[config.mk]
export PLATFORM = sky130hd
export DESIGN_NAME = welford_sigma_threshold_detector
export DESIGN_NICKNAME = d
export VERILOG_FILES = /design/src/rtl/wstd_pkg.sv /design/src/rtl/wstd_div.sv /design/src/rtl/wstd_sqrt.sv /design/src/rtl/wstd_datapath.sv /design/src/rtl/wstd_ctrl.sv /design/src/rtl/welford_sigma_threshold_detector.sv
export SDC_FILE = /design/constraint.sdc
export NUM_CORES = 2
export LEC_CHECK = 0
export ABC_AREA = 0
export BUFFER_PORTS_ARGS = -buffer_cell sky130_fd_sc_hd__buf_2
export CAP_MARGIN = 20
export CORE_UTILIZATION = 54
export CTS_CLUSTER_SIZE = 25
export DETAILED_ROUTE_END_ITERATION = 8
export GPL_TIMING_DRIVEN = 0
export PLACE_DENSITY = 0.73
export SYNTH_ARGS = -nofsm -noshare
export SYNTH_HDL_FRONTEND = slang
export SYNTH_SLANG_ARGS = --single-unit
[constraint.sdc]
create_clock -name aclk -period 23.3 [get_ports aclk]
set_clock_uncertainty 0.2 [all_clocks]
set_input_delay 2.33 -clock aclk [delete_from_list [all_inputs] [get_ports aclk]]
set_output_delay 2.33 -clock aclk [all_outputs]
set_load 0.05 [all_outputs]
[src/rtl/wstd_pkg.sv]
// ----------------------------------------------------------------------------
// wstd_pkg
// shared constants, types and command structs of the sigma threshold detector
// ----------------------------------------------------------------------------
`timescale 1ns / 1ps

package wstd_pkg;

    localparam int COUNT_BITS_DEF  = 20;
    localparam int SAMPLE_BITS_DEF = 16;

    localparam int FRAC_BITS  = 16;
    localparam int MEAN_W     = 32;
    localparam int ROOT_W     = 32;
    localparam int RAD_W      = 2 * ROOT_W;
    localparam int M2_W       = 64;
    localparam int VAR_W      = 44;
    localparam int VAR_SHIFT  = 20;
    localparam int PROD_SHIFT = 20;
    localparam int KC_W       = 16;
    localparam int KC_FRAC    = 12;
    localparam int KCS_W      = KC_W + ROOT_W;

    localparam logic [KC_W-1:0] KC_RESET = 16'd5902;

    localparam int APB_ADDR_W = 2;
    localparam int APB_DATA_W = 32;
    localparam logic [APB_ADDR_W-1:0] ADDR_KC_GAIN = 2'd0;

    localparam int M_TDATA_W = 72;

    typedef enum logic [3:0] {
        ST_IDLE,
        ST_DIV1,
        ST_DIV1_WAIT,
        ST_DIFF,
        ST_MUL,
        ST_M2,
        ST_DIV2,
        ST_DIV2_WAIT,
        ST_SQRT_WAIT,
        ST_THR,
        ST_DONE
    } state_t;

    typedef enum logic {
        DIV_MEAN,
        DIV_VAR
    } div_sel_t;

    typedef struct packed {
        logic       load;
        logic       div_start;
        div_sel_t   div_sel;
        logic       mean_upd;
        logic       diff_upd;
        logic       mul_step;
        logic [1:0] mul_idx;
        logic       m2_upd;
        logic       sqrt_start;
        logic       thr_mul;
        logic       result;
    } cmd_t;

    typedef struct packed {
        logic div_done;
        logic sqrt_done;
        logic n_ge2;
    } stat_t;

endpackage

[src/rtl/wstd_div.sv]
// ----------------------------------------------------------------------------
// wstd_div
// restoring unsigned divider, one quotient bit per cycle, numerator msb-aligned
// ----------------------------------------------------------------------------
`timescale 1ns / 1ps

module wstd_div #(
    parameter int NUM_W = 64,
    parameter int DEN_W = 20,
    parameter int LEN_W = $clog2(NUM_W + 1)
) (
    input  logic             aclk,
    input  logic             aresetn,
    input  logic             start,
    input  logic [NUM_W-1:0] num,
    input  logic [DEN_W-1:0] den,
    input  logic [LEN_W-1:0] len,
    output logic [NUM_W-1:0] quo,
    output logic             done
);

    logic [NUM_W-1:0] q_reg, q_next;
    logic [DEN_W-1:0] rem_reg, rem_next;
    logic [DEN_W-1:0] den_reg;
    logic [LEN_W-1:0] cnt_reg, cnt_next;
    logic             busy_reg, busy_next;
    logic             done_reg, done_next;

    logic [DEN_W:0]   r_sh;
    logic [DEN_W:0]   r_diff;
    logic             ge;

    assign r_sh   = {rem_reg, q_reg[NUM_W-1]};
    assign r_diff = r_sh - {1'b0, den_reg};
    assign ge     = (r_sh >= {1'b0, den_reg});

    always_comb begin
        q_next    = q_reg;
        rem_next  = rem_reg;
        cnt_next  = cnt_reg;
        busy_next = busy_reg;
        done_next = 1'b0;
        if (start) begin
            q_next    = num;
            rem_next  = '0;
            cnt_next  = len;
            busy_next = 1'b1;
        end else if (busy_reg) begin
            q_next   = {q_reg[NUM_W-2:0], ge};
            rem_next = ge ? r_diff[DEN_W-1:0] : r_sh[DEN_W-1:0];
            cnt_next = cnt_reg - LEN_W'(1);
            if (cnt_reg == LEN_W'(1)) begin
                busy_next = 1'b0;
                done_next = 1'b1;
            end
        end
    end

    always_ff @(posedge aclk) begin
        if (!aresetn) begin
            busy_reg <= 1'b0;
            done_reg <= 1'b0;
        end else begin
            busy_reg <= busy_next;
            done_reg <= done_next;
        end
    end

    always_ff @(posedge aclk) begin
        q_reg   <= q_next;
        rem_reg <= rem_next;
        cnt_reg <= cnt_next;
        if (start) begin
            den_reg <= den;
        end
    end

    assign quo  = q_reg;
    assign done = done_reg;

endmodule

[src/rtl/wstd_sqrt.sv]
// ----------------------------------------------------------------------------
// wstd_sqrt
// digit-by-digit integer square root, one root bit per cycle, floor result
// ----------------------------------------------------------------------------
`timescale 1ns / 1ps

module wstd_sqrt (
    input  logic                        aclk,
    input  logic                        aresetn,
    input  logic                        start,
    input  logic [wstd_pkg::RAD_W-1:0]  rad,
    output logic [wstd_pkg::ROOT_W-1:0] root,
    output logic                        done
);

    localparam int RW    = wstd_pkg::ROOT_W;
    localparam int CNT_W = $clog2(RW + 1);

    logic [wstd_pkg::RAD_W-1:0] rad_reg, rad_next;
    logic [RW-1:0]              root_reg, root_next;
    logic [RW+1:0]              rem_reg, rem_next;
    logic [CNT_W-1:0]           cnt_reg, cnt_next;
    logic                       busy_reg, busy_next;
    logic                       done_reg, done_next;

    logic [RW+3:0] rem_sh;
    logic [RW+3:0] trial;
    logic [RW+3:0] r_diff;
    logic          ge;

    assign rem_sh = {rem_reg, rad_reg[wstd_pkg::RAD_W-1 -: 2]};
    assign trial  = {2'b00, root_reg, 2'b01};
    assign r_diff = rem_sh - trial;
    assign ge     = (rem_sh >= trial);

    always_comb begin
        rad_next  = rad_reg;
        root_next = root_reg;
        rem_next  = rem_reg;
        cnt_next  = cnt_reg;
        busy_next = busy_reg;
        done_next = 1'b0;
        if (start) begin
            rad_next  = rad;
            root_next = '0;
            rem_next  = '0;
            cnt_next  = CNT_W'(RW);
            busy_next = 1'b1;
        end else if (busy_reg) begin
            rad_next  = {rad_reg[wstd_pkg::RAD_W-3:0], 2'b00};
            root_next = {root_reg[RW-2:0], ge};
            rem_next  = ge ? r_diff[RW+1:0] : rem_sh[RW+1:0];
            cnt_next  = cnt_reg - CNT_W'(1);
            if (cnt_reg == CNT_W'(1)) begin
                busy_next = 1'b0;
                done_next = 1'b1;
            end
        end
    end

    always_ff @(posedge aclk) begin
        if (!aresetn) begin
            busy_reg <= 1'b0;
            done_reg <= 1'b0;
        end else begin
            busy_reg <= busy_next;
            done_reg <= done_next;
        end
    end

    always_ff @(posedge aclk) begin
        rad_reg  <= rad_next;
        root_reg <= root_next;
        rem_reg  <= rem_next;
        cnt_reg  <= cnt_next;
    end

    assign root = root_reg;
    assign done = done_reg;

endmodule

[src/rtl/wstd_datapath.sv]
// ----------------------------------------------------------------------------
// wstd_datapath
// running count, mean and deviation sum, divider, root and threshold compare
// ----------------------------------------------------------------------------
`timescale 1ns / 1ps

module wstd_datapath #(
    parameter int COUNT_BITS  = wstd_pkg::COUNT_BITS_DEF,
    parameter int SAMPLE_BITS = wstd_pkg::SAMPLE_BITS_DEF
) (
    input  logic                               aclk,
    input  logic                               aresetn,
    input  wstd_pkg::cmd_t                     cmd,
    output wstd_pkg::stat_t                    stat,
    input  logic signed [SAMPLE_BITS-1:0]      sample,
    input  logic [wstd_pkg::KC_W-1:0]          kc_gain,
    output logic                               alert,
    output logic signed [wstd_pkg::MEAN_W-1:0] mean_out,
    output logic [wstd_pkg::ROOT_W-1:0]        sigma_out
);

    localparam int X_W    = SAMPLE_BITS + wstd_pkg::FRAC_BITS;
    localparam int D_W    = ((X_W > wstd_pkg::MEAN_W) ? X_W : wstd_pkg::MEAN_W) + 1;
    localparam int H_W    = (D_W + 1) / 2;
    localparam int ACC_W  = 4 * H_W;
    localparam int DIV_W  = wstd_pkg::M2_W;
    localparam int LEN_W  = $clog2(DIV_W + 1);
    localparam int TH_A   = D_W + wstd_pkg::KC_FRAC;
    localparam int TH_W   = ((TH_A > wstd_pkg::KCS_W) ? TH_A : wstd_pkg::KCS_W) + 1;
    localparam int MW     = wstd_pkg::MEAN_W;
    localparam int M2W    = wstd_pkg::M2_W;

    localparam logic [COUNT_BITS-1:0] CMAX = {COUNT_BITS{1'b1}};
    localparam logic signed [D_W:0] MEAN_HI =
        {{(D_W + 1 - MW){1'b0}}, 1'b0, {(MW - 1){1'b1}}};
    localparam logic signed [D_W:0] MEAN_LO =
        {{(D_W + 2 - MW){1'b1}}, {(MW - 1){1'b0}}};
    localparam logic [wstd_pkg::VAR_W-1:0] VAR_MAX = {wstd_pkg::VAR_W{1'b1}};

    logic signed [X_W-1:0]     x_reg;
    logic [COUNT_BITS-1:0]     count_reg, count_next;
    logic signed [MW-1:0]      mean_reg;
    logic [M2W-1:0]            m2_reg;
    logic                      d1_neg_reg;
    logic [D_W-1:0]            mag1_reg;
    logic signed [D_W-1:0]     d2_reg;
    logic [D_W-1:0]            mag2_reg;
    logic [ACC_W-1:0]          acc_reg;
    logic [wstd_pkg::KCS_W-1:0] kcs_reg;
    logic                      alert_reg;
    logic signed [MW-1:0]      mean_out_reg;
    logic [wstd_pkg::ROOT_W-1:0] sigma_out_reg;

    logic signed [X_W-1:0]     x_in;
    logic signed [D_W-1:0]     d1;
    logic signed [D_W-1:0]     d2;
    logic [DIV_W-1:0]          div_num;
    logic [COUNT_BITS-1:0]     div_den;
    logic [LEN_W-1:0]          div_len;
    logic [DIV_W-1:0]          div_q;
    logic                      div_done;
    logic signed [D_W-1:0]     q_signed;
    logic signed [D_W:0]       mean_sum;
    logic signed [MW-1:0]      mean_clamped;
    logic [2*H_W-1:0]          a_pad, b_pad;
    logic [H_W-1:0]            a_part, b_part;
    logic [2*H_W-1:0]          pp;
    logic [ACC_W-1:0]          pp_shifted;
    logic [M2W-1:0]            prod;
    logic [M2W:0]              m2_add;
    logic                      m2_sub;
    logic [M2W-1:0]            m2_new;
    logic [wstd_pkg::VAR_W-1:0] var_clamped;
    logic [wstd_pkg::RAD_W-1:0] rad;
    logic [wstd_pkg::ROOT_W-1:0] root;
    logic                      sqrt_done;
    logic signed [TH_W-1:0]    th_lhs, th_rhs;
    logic                      n_ge2;

    assign n_ge2 = (count_reg >= COUNT_BITS'(2));
    assign x_in  = {sample, {wstd_pkg::FRAC_BITS{1'b0}}};
    assign count_next = (count_reg == CMAX) ? count_reg : count_reg + COUNT_BITS'(1);
    assign d1 = D_W'(x_in) - D_W'(mean_reg);
    assign d2 = D_W'(x_reg) - D_W'(mean_reg);

    // shared divider: mean step, then variance
    always_comb begin
        if (cmd.div_sel == wstd_pkg::DIV_MEAN) begin
            div_num = {mag1_reg, {(DIV_W - D_W){1'b0}}};
            div_den = count_reg;
            div_len = LEN_W'(D_W);
        end else begin
            div_num = m2_reg;
            div_den = count_reg - COUNT_BITS'(1);
            div_len = LEN_W'(DIV_W);
        end
    end

    wstd_div #(
        .NUM_W (DIV_W),
        .DEN_W (COUNT_BITS),
        .LEN_W (LEN_W)
    ) u_div (
        .aclk    (aclk),
        .aresetn (aresetn),
        .start   (cmd.div_start),
        .num     (div_num),
        .den     (div_den),
        .len     (div_len),
        .quo     (div_q),
        .done    (div_done)
    );

    // quotient truncates toward zero, mean clamped to its range
    always_comb begin
        q_signed = d1_neg_reg ? -$signed(div_q[D_W-1:0]) : $signed(div_q[D_W-1:0]);
        mean_sum = (D_W + 1)'(mean_reg) + (D_W + 1)'(q_signed);
        if (mean_sum > MEAN_HI) begin
            mean_clamped = MEAN_HI[MW-1:0];
        end else if (mean_sum < MEAN_LO) begin
            mean_clamped = MEAN_LO[MW-1:0];
        end else begin
            mean_clamped = mean_sum[MW-1:0];
        end
    end

    // 2x2 split multiply of deviation magnitudes
    always_comb begin
        a_pad  = (2 * H_W)'(mag1_reg);
        b_pad  = (2 * H_W)'(mag2_reg);
        a_part = cmd.mul_idx[1] ? a_pad[2*H_W-1:H_W] : a_pad[H_W-1:0];
        b_part = cmd.mul_idx[0] ? b_pad[2*H_W-1:H_W] : b_pad[H_W-1:0];
        pp     = a_part * b_part;
        case (cmd.mul_idx)
            2'b00:   pp_shifted = ACC_W'(pp);
            2'b01,
            2'b10:   pp_shifted = ACC_W'(pp) << H_W;
            2'b11:   pp_shifted = ACC_W'(pp) << (2 * H_W);
            default: pp_shifted = ACC_W'(pp);
        endcase
    end

    // deviation sum, saturating add or floored subtract
    always_comb begin
        prod   = M2W'(acc_reg[ACC_W-1:wstd_pkg::PROD_SHIFT]);
        m2_sub = (d1_neg_reg != d2_reg[D_W-1]) && (mag1_reg != '0) && (mag2_reg != '0);
        m2_add = {1'b0, m2_reg} + {1'b0, prod};
        if (m2_sub) begin
            m2_new = (m2_reg > prod) ? m2_reg - prod : '0;
        end else begin
            m2_new = m2_add[M2W] ? {M2W{1'b1}} : m2_add[M2W-1:0];
        end
    end

    assign var_clamped = (|div_q[DIV_W-1:wstd_pkg::VAR_W]) ? VAR_MAX
                                                         : div_q[wstd_pkg::VAR_W-1:0];
    assign rad = {var_clamped, {wstd_pkg::VAR_SHIFT{1'b0}}};

    wstd_sqrt u_sqrt (
        .aclk    (aclk),
        .aresetn (aresetn),
        .start   (cmd.sqrt_start),
        .rad     (rad),
        .root    (root),
        .done    (sqrt_done)
    );

    // exact compare: d2 * 2^12 against kc * sigma
    assign th_lhs = {{(TH_W - TH_A){d2_reg[D_W-1]}}, d2_reg, {wstd_pkg::KC_FRAC{1'b0}}};
    assign th_rhs = {{(TH_W - wstd_pkg::KCS_W){1'b0}}, kcs_reg};

    always_ff @(posedge aclk) begin
        if (!aresetn) begin
            count_reg <= '0;
            mean_reg  <= '0;
            m2_reg    <= '0;
        end else begin
            if (cmd.load) begin
                count_reg <= count_next;
            end
            if (cmd.mean_upd) begin
                mean_reg <= mean_clamped;
            end
            if (cmd.m2_upd) begin
                m2_reg <= m2_new;
            end
        end
    end

    always_ff @(posedge aclk) begin
        if (cmd.load) begin
            x_reg      <= x_in;
            d1_neg_reg <= d1[D_W-1];
            mag1_reg   <= d1[D_W-1] ? D_W'(-d1) : D_W'(d1);
            acc_reg    <= '0;
        end
        if (cmd.diff_upd) begin
            d2_reg   <= d2;
            mag2_reg <= d2[D_W-1] ? D_W'(-d2) : D_W'(d2);
        end
        if (cmd.mul_step) begin
            acc_reg <= acc_reg + pp_shifted;
        end
        if (cmd.thr_mul) begin
            kcs_reg <= kc_gain * root;
        end
        if (cmd.result) begin
            alert_reg     <= n_ge2 && (th_lhs > th_rhs);
            mean_out_reg  <= mean_reg;
            sigma_out_reg <= n_ge2 ? root : '0;
        end
    end

    assign stat.div_done  = div_done;
    assign stat.sqrt_done = sqrt_done;
    assign stat.n_ge2     = n_ge2;

    assign alert     = alert_reg;
    assign mean_out  = mean_out_reg;
    assign sigma_out = sigma_out_reg;

endmodule

[src/rtl/wstd_ctrl.sv]
// ----------------------------------------------------------------------------
// wstd_ctrl
// sequencer for one item: update, divide, multiply, divide, root, compare
// ----------------------------------------------------------------------------
`timescale 1ns / 1ps

module wstd_ctrl (
    input  logic            aclk,
    input  logic            aresetn,
    input  logic            s_tvalid,
    output logic            s_tready,
    output logic            m_tvalid,
    input  logic            m_tready,
    output wstd_pkg::cmd_t  cmd,
    input  wstd_pkg::stat_t stat
);

    wstd_pkg::state_t state_reg, state_next;
    logic [1:0]       mul_cnt_reg, mul_cnt_next;
    logic             m_tvalid_reg, m_tvalid_next;

    always_ff @(posedge aclk) begin
        if (!aresetn) begin
            state_reg    <= wstd_pkg::ST_IDLE;
            mul_cnt_reg  <= '0;
            m_tvalid_reg <= 1'b0;
        end else begin
            state_reg    <= state_next;
            mul_cnt_reg  <= mul_cnt_next;
            m_tvalid_reg <= m_tvalid_next;
        end
    end

    always_comb begin
        state_next   = state_reg;
        mul_cnt_next = mul_cnt_reg;
        cmd          = '0;
        cmd.div_sel  = wstd_pkg::DIV_MEAN;
        s_tready     = 1'b0;
        case (state_reg)
            wstd_pkg::ST_IDLE: begin
                s_tready = 1'b1;
                if (s_tvalid) begin
                    cmd.load   = 1'b1;
                    state_next = wstd_pkg::ST_DIV1;
                end
            end
            wstd_pkg::ST_DIV1: begin
                cmd.div_start = 1'b1;
                state_next    = wstd_pkg::ST_DIV1_WAIT;
            end
            wstd_pkg::ST_DIV1_WAIT: begin
                if (stat.div_done) begin
                    cmd.mean_upd = 1'b1;
                    state_next   = wstd_pkg::ST_DIFF;
                end
            end
            wstd_pkg::ST_DIFF: begin
                cmd.diff_upd = 1'b1;
                mul_cnt_next = '0;
                state_next   = wstd_pkg::ST_MUL;
            end
            wstd_pkg::ST_MUL: begin
                cmd.mul_step = 1'b1;
                cmd.mul_idx  = mul_cnt_reg;
                mul_cnt_next = mul_cnt_reg + 2'd1;
                if (mul_cnt_reg == 2'd3) begin
                    state_next = wstd_pkg::ST_M2;
                end
            end
            wstd_pkg::ST_M2: begin
                cmd.m2_upd = 1'b1;
                state_next = stat.n_ge2 ? wstd_pkg::ST_DIV2 : wstd_pkg::ST_DONE;
            end
            wstd_pkg::ST_DIV2: begin
                cmd.div_start = 1'b1;
                cmd.div_sel   = wstd_pkg::DIV_VAR;
                state_next    = wstd_pkg::ST_DIV2_WAIT;
            end
            wstd_pkg::ST_DIV2_WAIT: begin
                if (stat.div_done) begin
                    cmd.sqrt_start = 1'b1;
                    state_next     = wstd_pkg::ST_SQRT_WAIT;
                end
            end
            wstd_pkg::ST_SQRT_WAIT: begin
                if (stat.sqrt_done) begin
                    state_next = wstd_pkg::ST_THR;
                end
            end
            wstd_pkg::ST_THR: begin
                cmd.thr_mul = 1'b1;
                state_next  = wstd_pkg::ST_DONE;
            end
            wstd_pkg::ST_DONE: begin
                if (!m_tvalid_reg || m_tready) begin
                    cmd.result = 1'b1;
                    state_next = wstd_pkg::ST_IDLE;
                end
            end
            default: begin
                state_next = wstd_pkg::ST_IDLE;
            end
        endcase
    end

    always_comb begin
        if (cmd.result) begin
            m_tvalid_next = 1'b1;
        end else if (m_tready) begin
            m_tvalid_next = 1'b0;
        end else begin
            m_tvalid_next = m_tvalid_reg;
        end
    end

    assign m_tvalid = m_tvalid_reg;

endmodule

[src/rtl/welford_sigma_threshold_detector.sv]
// ----------------------------------------------------------------------------
// welford_sigma_threshold_detector
// running mean and sigma of a sample stream with a k-sigma alert
//
// s_ channel: one signed sample per item; m_ channel: one result per item
// carrying alert, the running mean (Q15.16) and sigma (Q16.16).
// apb port: kc_gain (Q4.12) at address 0, to be written only while idle;
// the user must keep to this, the block itself does not enforce it.
// an item passes the mean divide (SAMPLE_BITS + 17 quotient bits, at least
// 33), the deviation multiply, the 64-bit variance divide in the bit-serial
// divider and the 32-step root unit; the first item after reset skips the
// variance and root.
// s_tready is high only while the sequencer is idle, so a new sample is not
// taken until the previous item is finished; the next sample is taken
// while the previous result still waits in the output register.
// a stalled receiver holds the result; the block finishes the next item and
// waits until the output register is free.
// reset clears count, mean, deviation sum and kc_gain to 1.441, and empties
// the output register.
// ----------------------------------------------------------------------------
`timescale 1ns / 1ps

module welford_sigma_threshold_detector #(
    parameter int COUNT_BITS  = wstd_pkg::COUNT_BITS_DEF,
    parameter int SAMPLE_BITS = wstd_pkg::SAMPLE_BITS_DEF,
    parameter int S_TDATA_W   = ((SAMPLE_BITS + 7) / 8) * 8
) (
    input  logic                            aclk,
    input  logic                            aresetn,
    // sample
    input  logic                            s_tvalid,
    output logic                            s_tready,
    input  logic [S_TDATA_W-1:0]            s_tdata,
    // alert, mean_out, sigma_out
    output logic                            m_tvalid,
    input  logic                            m_tready,
    output logic [wstd_pkg::M_TDATA_W-1:0]  m_tdata,
    input  logic                            psel,
    input  logic                            penable,
    input  logic                            pwrite,
    input  logic [wstd_pkg::APB_ADDR_W-1:0] paddr,
    input  logic [wstd_pkg::APB_DATA_W-1:0] pwdata,
    output logic [wstd_pkg::APB_DATA_W-1:0] prdata,
    output logic                            pready
);

    localparam int RES_W = 1 + wstd_pkg::MEAN_W + wstd_pkg::ROOT_W;

    logic [wstd_pkg::KC_W-1:0]          kc_reg;
    wstd_pkg::cmd_t                     cmd;
    wstd_pkg::stat_t                    stat;
    logic                               alert;
    logic signed [wstd_pkg::MEAN_W-1:0] mean_out;
    logic [wstd_pkg::ROOT_W-1:0]        sigma_out;

    assign pready = 1'b1;
    assign prdata = (paddr == wstd_pkg::ADDR_KC_GAIN) ? wstd_pkg::APB_DATA_W'(kc_reg) : '0;

    always_ff @(posedge aclk) begin
        if (!aresetn) begin
            kc_reg <= wstd_pkg::KC_RESET;
        end else if (psel && penable && pwrite && pready) begin
            kc_reg <= pwdata[wstd_pkg::KC_W-1:0];
        end
    end

    wstd_ctrl u_ctrl (
        .aclk     (aclk),
        .aresetn  (aresetn),
        .s_tvalid (s_tvalid),
        .s_tready (s_tready),
        .m_tvalid (m_tvalid),
        .m_tready (m_tready),
        .cmd      (cmd),
        .stat     (stat)
    );

    wstd_datapath #(
        .COUNT_BITS  (COUNT_BITS),
        .SAMPLE_BITS (SAMPLE_BITS)
    ) u_dp (
        .aclk      (aclk),
        .aresetn   (aresetn),
        .cmd       (cmd),
        .stat      (stat),
        .sample    ($signed(s_tdata[SAMPLE_BITS-1:0])),
        .kc_gain   (kc_reg),
        .alert     (alert),
        .mean_out  (mean_out),
        .sigma_out (sigma_out)
    );

    assign m_tdata = {{(wstd_pkg::M_TDATA_W - RES_W){1'b0}}, sigma_out, mean_out, alert};

endmodule

==> summary.md <==
Critical path
• flip-flop — endpoint class of the critical path
• flip-flop — crit start category
• 9.07 ns — Register-to-Register Setup Slack
• mux2i_1 — master of the slowest instance on the critical path
• 23.52 ns — worst path required time
• 40 — Worst R2R Path Depth
• flip-flop to flip-flop — CP Class
• u_dp.acc_reg[66]$_SDFFCE_PP0P_ — endpoint of the worst-slack reg-to-reg timing path
• fa_1 — cell occurring most often along the worst timing path
• 0.86 ns — critical path's largest stage delay
• 10 — largest fanout on the critical path
• 14.45 ns — crit path DAT
• u_ctrl.state_reg[1]$_SDFFE_PN0P_ — start of the worst register-to-register path

GRT
• 52.9% — global-route track usage on met2
• 36.1% — overall fraction of global-route tracks in use
• 8 — number of antenna violations at the first check in global routing
• 51.2% — grt met1 use
• 62.1k — number of global-route vias before repair
• 7.55% — M3 GR Usage
• 0 — grt ovf
• met2 — most congested layer reported by global routing
• 73 — maximum number of pins on one net before global-route repair
• 371000 um — global-route wire length before repair

Layout
• 8.23% — synthesis-to-finish area growth
• 9804 — Final nets
• 5.16% — layout cells sized above 1
• 77600 um^2 — post-route cell area
• 68 — flip-flop count of the largest register, all copies and words added
• 11.8k — filler cell count in the final layout

Yosys
• 666 — register bit total from synthesis
• 0 — count of yosys warnings during synthesis
• 8298 — cells after synthesis
• 8.64 um^2 — syn avg cell area
• 0% — share of flip-flops with an asynchronous set or reset after synthesis
• 97 — post-synth cell types
• 71700 um^2 — Netlist Area Pre-Place
• edfxtp_1 — top flip-flop cell by instance count after synthesis
• 431 — EDFF count, synth
• 24.6% — sequential share of the synthesized area

Route
• 64.1k — detailed-route via count
• 0 — detailed-route DRC error count
• 6.18 — drt via density
• 7575 — DR iter-0 viols
• 244000 um — sum of routed wire length over all layers
• 23.6 um — final routed wire length divided by cell count
• 0 — Final ANT Viol Nets
• 9 — drt pass-1 iters

Clock tree
• 3 — maximum buffer depth of the clock tree
• 666 — clock sink count
• 79 — total clock buffers created by CTS
• 0 — post-CTS setup repair buffer count
• clkbuf_16 — clock root buffer master
• 0.71 ns — worst skew pair latency
• 0 — total of cells resized after clock tree synthesis
• 0 — number of hold-repair buffers added at the cts stage
• 0.06 ns — clock-pin slew of the registers on the worst-case setup and hold paths
• 3 — number of H-tree levels
• built — clock tree from TritonCTS

Timing
• 0.0703 GHz — achievable clock frequency
• 61.1% — post-route fraction of the period consumed by the critical path
• 0 ns — final-layout setup total negative slack
• 0 — max-slew violation total from the final report
• 0 — endpoints failing hold
• 1.26 ns — Slew @ Worst Pin
• 13.6% — relative max-transition margin
• 14.23 ns — post-route minimum period
• false — unrepaired setup endpoints after global routing
• 0 — final setup vio count

Floorplan
• 133 — number of cell rows
• 366 um — overall die width
• 132000 um^2 — Std-Cell Core Area
• 366 um — die extent in y
• 164 — ports placed on the boundary
• 54.4% — Starting Density
• 134000 um^2 — die area

Place
• 123 — number of input and output port buffers inserted
• 74800 um^2 — Placement Cell Area
• 194000 um — Post-DP HPWL
• 1.07 — routability-driven placement congestion ratio

Job
• 0 — Max-Cap Viols

Run status
• completed — result of the run

Min path
• u_dp.u_div.rem_reg[19]$_SDFFE_PN0P_ — endpoint with the worst hold slack
• u_dp.u_div.rem_reg[19]$_SDFFE_PN0P_ — Hold Path Origin
• 2 — cell depth of the worst min-delay path
• flip-flop to flip-flop — Hold Path Class

## logic make-up after synthesis
kind of cell             count (synthesis)  share of synthesized area (%)
buffers and inverters                 1449                           7.78
XOR/XNOR                               401                           4.90
flip-flops                             666                           24.6
multiplexers                           126                           1.82
other                                    2                         0.0105
AND/OR/NAND/NOR                       2715                           17.4
adder cells (fa/ha/maj)               1206                           27.8
AO/OA/AOI/OAI                         1733                           15.6
## layer usage
metal	share of wire, %	routed length, um
met4	5.1	12500
met3	12	29100
met2	42	103000
met1	41	99900
met5	0.0053	13
## worst max-delay path, delay by kind of cell (launching register included)
family	cells	cell delay, ns
fa+ha+maj	8	3.78
compound gates	12	3.59
simple gates	8	2.63
buf+inv	9	1.63
xor+xnor	2	0.93
mux	1	0.86
flops	1	0.30
## worst max path at each step
| stage | from | end | slack, ns | cells past startpoint |
|---|---|---|---|---|
| 5_1_grt | u_ctrl.state_reg[1]$_SDFFE_PN0P_ | u_dp.acc_reg[66]$_SDFFCE_PP0P_ | 8.53 | 40 |
| 4_1_cts | u_ctrl.state_reg[1]$_SDFFE_PN0P_ | u_dp.acc_reg[66]$_SDFFCE_PP0P_ | 9.60 | 40 |
| 3_5_place_dp | u_ctrl.state_reg[1]$_SDFFE_PN0P_ | u_dp.acc_reg[66]$_SDFFCE_PP0P_ | 9.65 | 40 |
| 2_1_floorplan | u_ctrl.state_reg[1]$_SDFFE_PN0P_ | u_dp.acc_reg[66]$_SDFFCE_PP0P_ | 12.74 | 41 |
| 6_report | u_ctrl.state_reg[1]$_SDFFE_PN0P_ | u_dp.acc_reg[66]$_SDFFCE_PP0P_ | 9.07 | 40 |
| 3_3_place_gp | u_ctrl.state_reg[1]$_SDFFE_PN0P_ | u_dp.acc_reg[66]$_SDFFCE_PP0P_ | 8.01 | 40 |
## layout make-up
| class | instances | area [um^2] | area share (%) |
|---|---|---|---|
| multi-input cells | 6205 | 48600 | 62.6 |
| flip-flops and latches | 666 | 17600 | 22.8 |
| inverters | 991 | 3720 | 4.80 |
| clock buffers | 108 | 2280 | 2.94 |
| well taps | 1755 | 2200 | 2.83 |
| plain buffers | 458 | 1850 | 2.39 |
| repair buffers | 140 | 866 | 1.12 |
| clock inverters | 40 | 422 | 0.544 |
| diodes | 4 | 10.0 | 0.0129 |
## cells in the mapped netlist, types with 78 or more instances
cell type    n  area (um^2)
a21o_1     191         1430
a21oi_1    505         2530
and2_1     209         1310
clkbuf_1   389         1460
dfxtp_1    235         4700
edfxtp_1   431        12900
fa_1       647        13000
ha_1       559         6990
inv_1      986         3700
mux2i_1     94          941
nand2_1    986         3700
nand3_1    122          611
nand4_1     78          488
nor2_1     736         2760
nor3_1     177          886
o21ai_0    373         1870
xnor2_1    246         2150
xor2_1     155         1360
## cells in the final DEF (no fill, tap or decap), types with 208 or more instances in the layout
cell      instances
nand2_1         985
inv_1           984
nor2_1          735
fa_1            647
ha_1            559
a21oi_1         505
edfxtp_1        431
clkbuf_1        399
o21ai_0         373
xnor2_1         246
dfxtp_1         235
and2_1          208
## through the flow
step           utilization [%]  hold WS [ns]  setup WS, ns  instances
3_3_place_gp              56.6         0.244          8.01      10200
2_1_floorplan                -         0.227         12.74       8320
6_report                  58.9         0.254          9.07      10400
5_1_grt                   58.9         0.287          8.53      10400
4_1_cts                   58.9         0.257          9.60      10400
3_5_place_dp              56.8         0.246          9.65      10200
Power is not shown: default switching activity piles up to over one toggle a cycle in this logic, so the estimate is an artifact.
